<file path="src/rtl/isrlu_pkg.sv">
// Shared types and constants for the ISRLU activation block.
package isrlu_pkg;

	localparam int DATA_WIDTH_DEF = 16;
	localparam int ALPHA_W        = 16;
	localparam logic [ALPHA_W-1:0] ALPHA_RESET = 16'd4096;
	localparam int MAG_BITS       = 16;
	localparam int ONE_SHIFT      = 28;
	localparam int RHS_SHIFT      = 30;

	typedef struct packed {
		logic vld;
		logic last;
		logic byp;
	} ctl_t;

endpackage

</file>
<file path="src/rtl/isrlu_pre.sv">
// Front stages: magnitude, square, scaled square and initial remainder.
module isrlu_pre #(
	parameter int DATA_WIDTH = isrlu_pkg::DATA_WIDTH_DEF,
	parameter int WW = 2 * DATA_WIDTH + 50
) (
	input  logic                               clk,
	input  logic                               arst_n,
	input  logic                               en,
	input  isrlu_pkg::ctl_t                    ctl_in,
	input  logic signed [DATA_WIDTH-1:0]       x_in,
	input  logic [isrlu_pkg::ALPHA_W-1:0]      alpha,
	output isrlu_pkg::ctl_t                    ctl_out,
	output logic signed [DATA_WIDTH-1:0]       x_out,
	output logic [WW-1:0]                      e_out,
	output logic [WW-1:0]                      r_out
);
	import isrlu_pkg::*;

	localparam int SW = 2 * DATA_WIDTH;
	localparam int PW = DATA_WIDTH + ALPHA_W;

	ctl_t                          ctl_s1, ctl_s2, ctl_s3;
	logic signed [DATA_WIDTH-1:0]  x_s1, x_s2, x_s3;
	logic [DATA_WIDTH-1:0]         a;
	logic [SW-1:0]                 s_s1, s_s2;
	logic [PW-1:0]                 plo_s2, phi_s2;
	logic [WW-1:0]                 e_s3, r_s3;

	assign a = DATA_WIDTH'(~x_in) + DATA_WIDTH'(1);

	always_ff @(posedge clk or negedge arst_n) begin
		if (!arst_n) begin
			ctl_s1 <= '0;
			ctl_s2 <= '0;
			ctl_s3 <= '0;
		end else if (en) begin
			ctl_s1 <= '{vld: ctl_in.vld, last: ctl_in.last,
				byp: ~x_in[DATA_WIDTH-1] || (alpha == '0)};
			ctl_s2 <= ctl_s1;
			ctl_s3 <= ctl_s2;
		end
	end

	always_ff @(posedge clk) begin
		if (en) begin
			x_s1   <= x_in;
			s_s1   <= SW'(a) * SW'(a);
			x_s2   <= x_s1;
			s_s2   <= s_s1;
			plo_s2 <= PW'(alpha) * PW'(s_s1[DATA_WIDTH-1:0]);
			phi_s2 <= PW'(alpha) * PW'(s_s1[SW-1:DATA_WIDTH]);
			x_s3   <= x_s2;
			e_s3   <= (WW'(phi_s2) << DATA_WIDTH) + WW'(plo_s2)
				+ (WW'(1) << ONE_SHIFT);
			r_s3   <= WW'(s_s2) << RHS_SHIFT;
		end
	end

	assign ctl_out = ctl_s3;
	assign x_out   = x_s3;
	assign e_out   = e_s3;
	assign r_out   = r_s3;
endmodule

</file>
<file path="config.mk">
export PLATFORM = sky130hd
export DESIGN_NAME = isrlu_pre
export DESIGN_NICKNAME = d
export VERILOG_FILES = /design/src/rtl/isrlu_pkg.sv /design/src/rtl/isrlu_pre.sv
export SDC_FILE = /design/constraint.sdc
export NUM_CORES = 2
export LEC_CHECK = 0
export ABC_AREA = 1
export BUFFER_PORTS_ARGS = -buffer_cell sky130_fd_sc_hd__buf_2
export CAP_MARGIN = 0
export CORE_MARGIN = 5
export CORE_UTILIZATION = 50
export DETAILED_ROUTE_END_ITERATION = 16
export GPL_TIMING_DRIVEN = 0
export PLACE_DENSITY_LB_ADDON = 0.12
export SLEW_MARGIN = 20
export SYNTH_ARGS = -nofsm -noshare
export SYNTH_HDL_FRONTEND = slang
export SYNTH_SLANG_ARGS = --single-unit
</file>
<file path="constraint.sdc">
create_clock -name clk -period 8.9 [get_ports clk]
set_input_delay 1.78 -clock clk [delete_from_list [all_inputs] [get_ports clk]]
set_output_delay 1.78 -clock clk [all_outputs]
set_load 0.02 [all_outputs]
</file>
==> results.md <==
- Top_reg_cell synth: edfxtp_1
- Seq/Total Area, Yosys: 21.5%
- Slack of the worst reg-to-reg path: approximately 2.3 ns
- First-pass GRT wire length: between 150000 and 200000 um
- DIE AREA: 77600 um^2
- Routability-driven placement congestion ratio: roughly 0.98
- Reg2reg end: phi_s2[31]$_DFFE_PP_
- Number of post-CTS setup repair buffers: 0
- Post-Synth Simple-Gate Area: 16.7%
- Drt pass-1 iters: 7
- Critical Path Fanout Max: 11
- DP Area: ~38000 um^2
- Final instance area: 39300 um^2
- CP peak stage delay: 0.53 ns
- GRT overflow: 0
- Critical Path RT: 9.24 ns
- Synth Warn #: 0
- Synth Register Bits: 260
- R2R depth: 22
- Antenna viol nets, final: 0
- Startpoint types: input pin
- CTS clock-pin slew for the worst setup and hold paths: 0.06 ns
- Antenna violations before repair: 12
- Largest family of logic cells by synthesized area: adder cells
- DRC Markers: 0
- Share of the synthesized area in the top cell type: a little under 30%
- RSZ-0062 raised after global routing: false
- Compound-cell area share of the yosys netlist: 3.19%
- Xor/xnor cell area share of the yosys netlist: 1.84%
- Layout cell share with drive strength beyond 1: 7.33%
- Max_cap viols: 0
- Clock Path Buffers: 3
- Final Slew Violations: 0
- Synth area leader: fa_1
- Port Buffers: approximately 140
- Nets: 5417
- Hold worst-path end: x_s2[10]$_DFFE_PP_
- Routed vias/inst: 4.93
- Post-synthesis mux area share: 0.0624%
- Number of synthesized flops with an enable pin: 251
- Most used cell, CP: inv_1
- Crit path time final: 8.52 ns
- Post-synthesis async set-or-reset flop share: 3.46%
- Worst hold start: x_s1[10]$_DFFE_PP_
- HP Class: flop to flop
- Die width: 279 um
- Max-slew headroom: 28.3%
- CP arrival: around 8.9 ns
- Slew @ Worst Pin: 1.08 ns
- RR Startpoint: s_s1[17]$_DFFE_PP_
- Slowest cell on crit path: fa_1
- Top Ports: about 220
- Cell depth of the worst hold path: 0
- Critical path buffers and inverters: 12
- Layout area overhead: 8.96%
- Detailed placement HPWL: 80100 um
- CTS hold repair buffers: 0
- Synth area leaders: fa_1 30%, edfxtp_1 21%, ha_1 12%
- Clock skew: roughly 0.017 ns
- WHS: 0.417 ns
- Die H: 279 um
- Initial Utilization: 50.4%
- Number of global-route vias before repair: 27.9k
- Synth Area in Adders: roughly two fifths
- H-Tree Depth: 1
- Mapped Area: ~36000 um^2
- Final setup fails: 0
- Later-pin clock latency in the skew report: 0.61 ns
- Crit Path Class: input pin to flop
- Outcome: completed
- Rows: 98
- Period Utilization, post-route: 95.8%
- Cts bufs inserted: 31
- GRT Total Usage: approximately 25%
- Largest net degree at the start of global routing: 104
- Avg Cell Area, Syn: around 8.5 um^2
- Crit-path leading delay family: adder cells
- Routed vias: 27.0k
- CTS tree: yes
- Clk root buf: clkbuf_16
- Drt initial violations: 1746
- Crit end category: flop
- Final wirelength: 95600 um
- WL per Instance: 17.5 um
- Count of cell types in the netlist: 46
- Clock net sink count: 260
- Core Region: 71500 um^2
- Syn Inst Count: 4239
- Fmax: 117 MHz
- PostCTS Resize Cnt: 0
- Final Hold Fails: 0
==> metal layers <==
layer  part of all wire (%)  global-route usage, %  wire length (um)
met2                     48                   43.3             46000
met5                  0.049                      0                47
met1                     41                   32.1             38800
met4                    4.2                   8.47              4010
met3                    7.0                   4.01              6740
==> worst max-delay path by stage <==
stage / from / end / slack [ns] / cells past startpoint
finish: x_in[0] / s_s1[31]$_DFFE_PP_ / 0.38 / 30
global route: x_in[0] / s_s1[28]$_DFFE_PP_ / 0.08 / 29
CTS: x_in[0] / s_s1[31]$_DFFE_PP_ / 0.46 / 30
detailed placement: x_in[0] / s_s1[31]$_DFFE_PP_ / -0.20 / 30
global placement: x_in[0] / s_s1[31]$_DFFE_PP_ / -0.22 / 30
floorplan: x_in[0] / s_s1[28]$_DFFE_PP_ / 1.15 / 27
==> flip-flops by register name (all words and copies together), names as in the netlist <==
name	count
x_out	16
ctl_s2	3
plo_s2	32
ctl_s1	3
s_s2	30
ctl_out	3
phi_s2	32
s_s1	30
x_s1	16
e_out	49
r_out	30
x_s2	16
==> worst register-to-register path: stages, from the launching register on <==
cell and delay (ns):
edfxtp_1 0.46, clkbuf_1 0.38, clkbuf_1 0.52, nand2_1 0.18, fa_1 0.58, inv_1 0.06, fa_1 0.53, inv_1 0.05
fa_1 0.51, inv_1 0.06, fa_1 0.53, inv_1 0.05, fa_1 0.47, inv_1 0.05, fa_1 0.43, ha_1 0.36
nand2_1 0.17, o21ai_0 0.48, a21oi_1 0.10, nand2_1 0.17, nand2_1 0.11, nand3b_1 0.09, nand2_1 0.06
==> area by class of cell <==
cell class                      count  area [um^2]
Antenna cell                        6         15.0
Clock buffer                       37          818
Inverter                         1110         4170
Fill cell                        6770        32200
Buffer                            208         1140
Multi-Input combinational cell   2744        23300
Tap cell                          950         1190
Sequential cell                   260         7760
Clock inverter                     21          159
Timing Repair Buffer              137          741
==> synthesized netlist by cell type, types with 7 or more instances <==
| cell | instances |
|---|---|
| nor4_1 | 9 |
| xor2_1 | 59 |
| nand2_2 | 14 |
| ha_1 | 351 |
| clkbuf_1 | 114 |
| nor2_1 | 197 |
| nand2_1 | 1052 |
| dfrtp_1 | 9 |
| inv_1 | 1093 |
| fa_1 | 536 |
| a21oi_1 | 117 |
| xnor2_1 | 15 |
| o21ai_0 | 71 |
| inv_2 | 13 |
| buf_4 | 86 |
| o21bai_1 | 10 |
| nand4_1 | 45 |
| nor2_4 | 7 |
| nor3_1 | 33 |
| edfxtp_1 | 251 |
| nand3_1 | 102 |
==> stage by stage <==
| stage | instances | worst slack [ns] | setup TNS, ns | util [%] |
|---|---|---|---|---|
| 6_report | 5473 | 0.378 | 0 | 55.0 |
| 5_1_grt | 5468 | 0.0830 | 0 | 55.0 |
| 4_1_cts | 5467 | 0.456 | 0 | 55.0 |
| 3_5_place_dp | 5409 | -0.196 | -0.410 | 53.6 |
| 3_3_place_gp | 5407 | -0.220 | -0.338 | 53.5 |
| 2_1_floorplan | 4322 | 1.15 | 0 | - |
==> logic make-up after synthesis <==
logic type,Yosys count
multiplexers,2
adder cells (fa/ha/maj),887
buffers and inverters,1318
flip-flops,260
XOR/XNOR,75
other,1
AO/OA/AOI/OAI,216
AND/OR/NAND/NOR,1480
==> layout by cell type (no fill, tap or decap), types with 3 or more instances in the layout <==
cell / n
ha_1: 351
buf_4: 86
xnor2_1: 15
inv_6: 3
inv_2: 13
clkbuf_1: 118
a21o_1: 5
o21bai_1: 10
dfrtp_1: 9
nor2_1: 197
nor4_1: 9
clkbuf_16: 31
nand2_2: 14
buf_2: 137
clkinv_4: 3
clkinv_1: 8
nand2_1: 1052
nand3_1: 102
nand4_1: 45
a21oi_1: 117
diode_2: 6
edfxtp_1: 251
o21a_1: 5
o21ai_0: 71
nor2_4: 7
xor2_1: 59
buf_6: 4
nor3_1: 33
clkinvlp_4: 5
clkinv_2: 4
conb_1: 84
nor2_2: 5
nand2_4: 3
fa_1: 536
and2_1: 3
inv_1: 1093
Power is left out: the tool's default activity adds up to more than one toggle a clock period on the data nets, which glitch-free logic cannot reach.
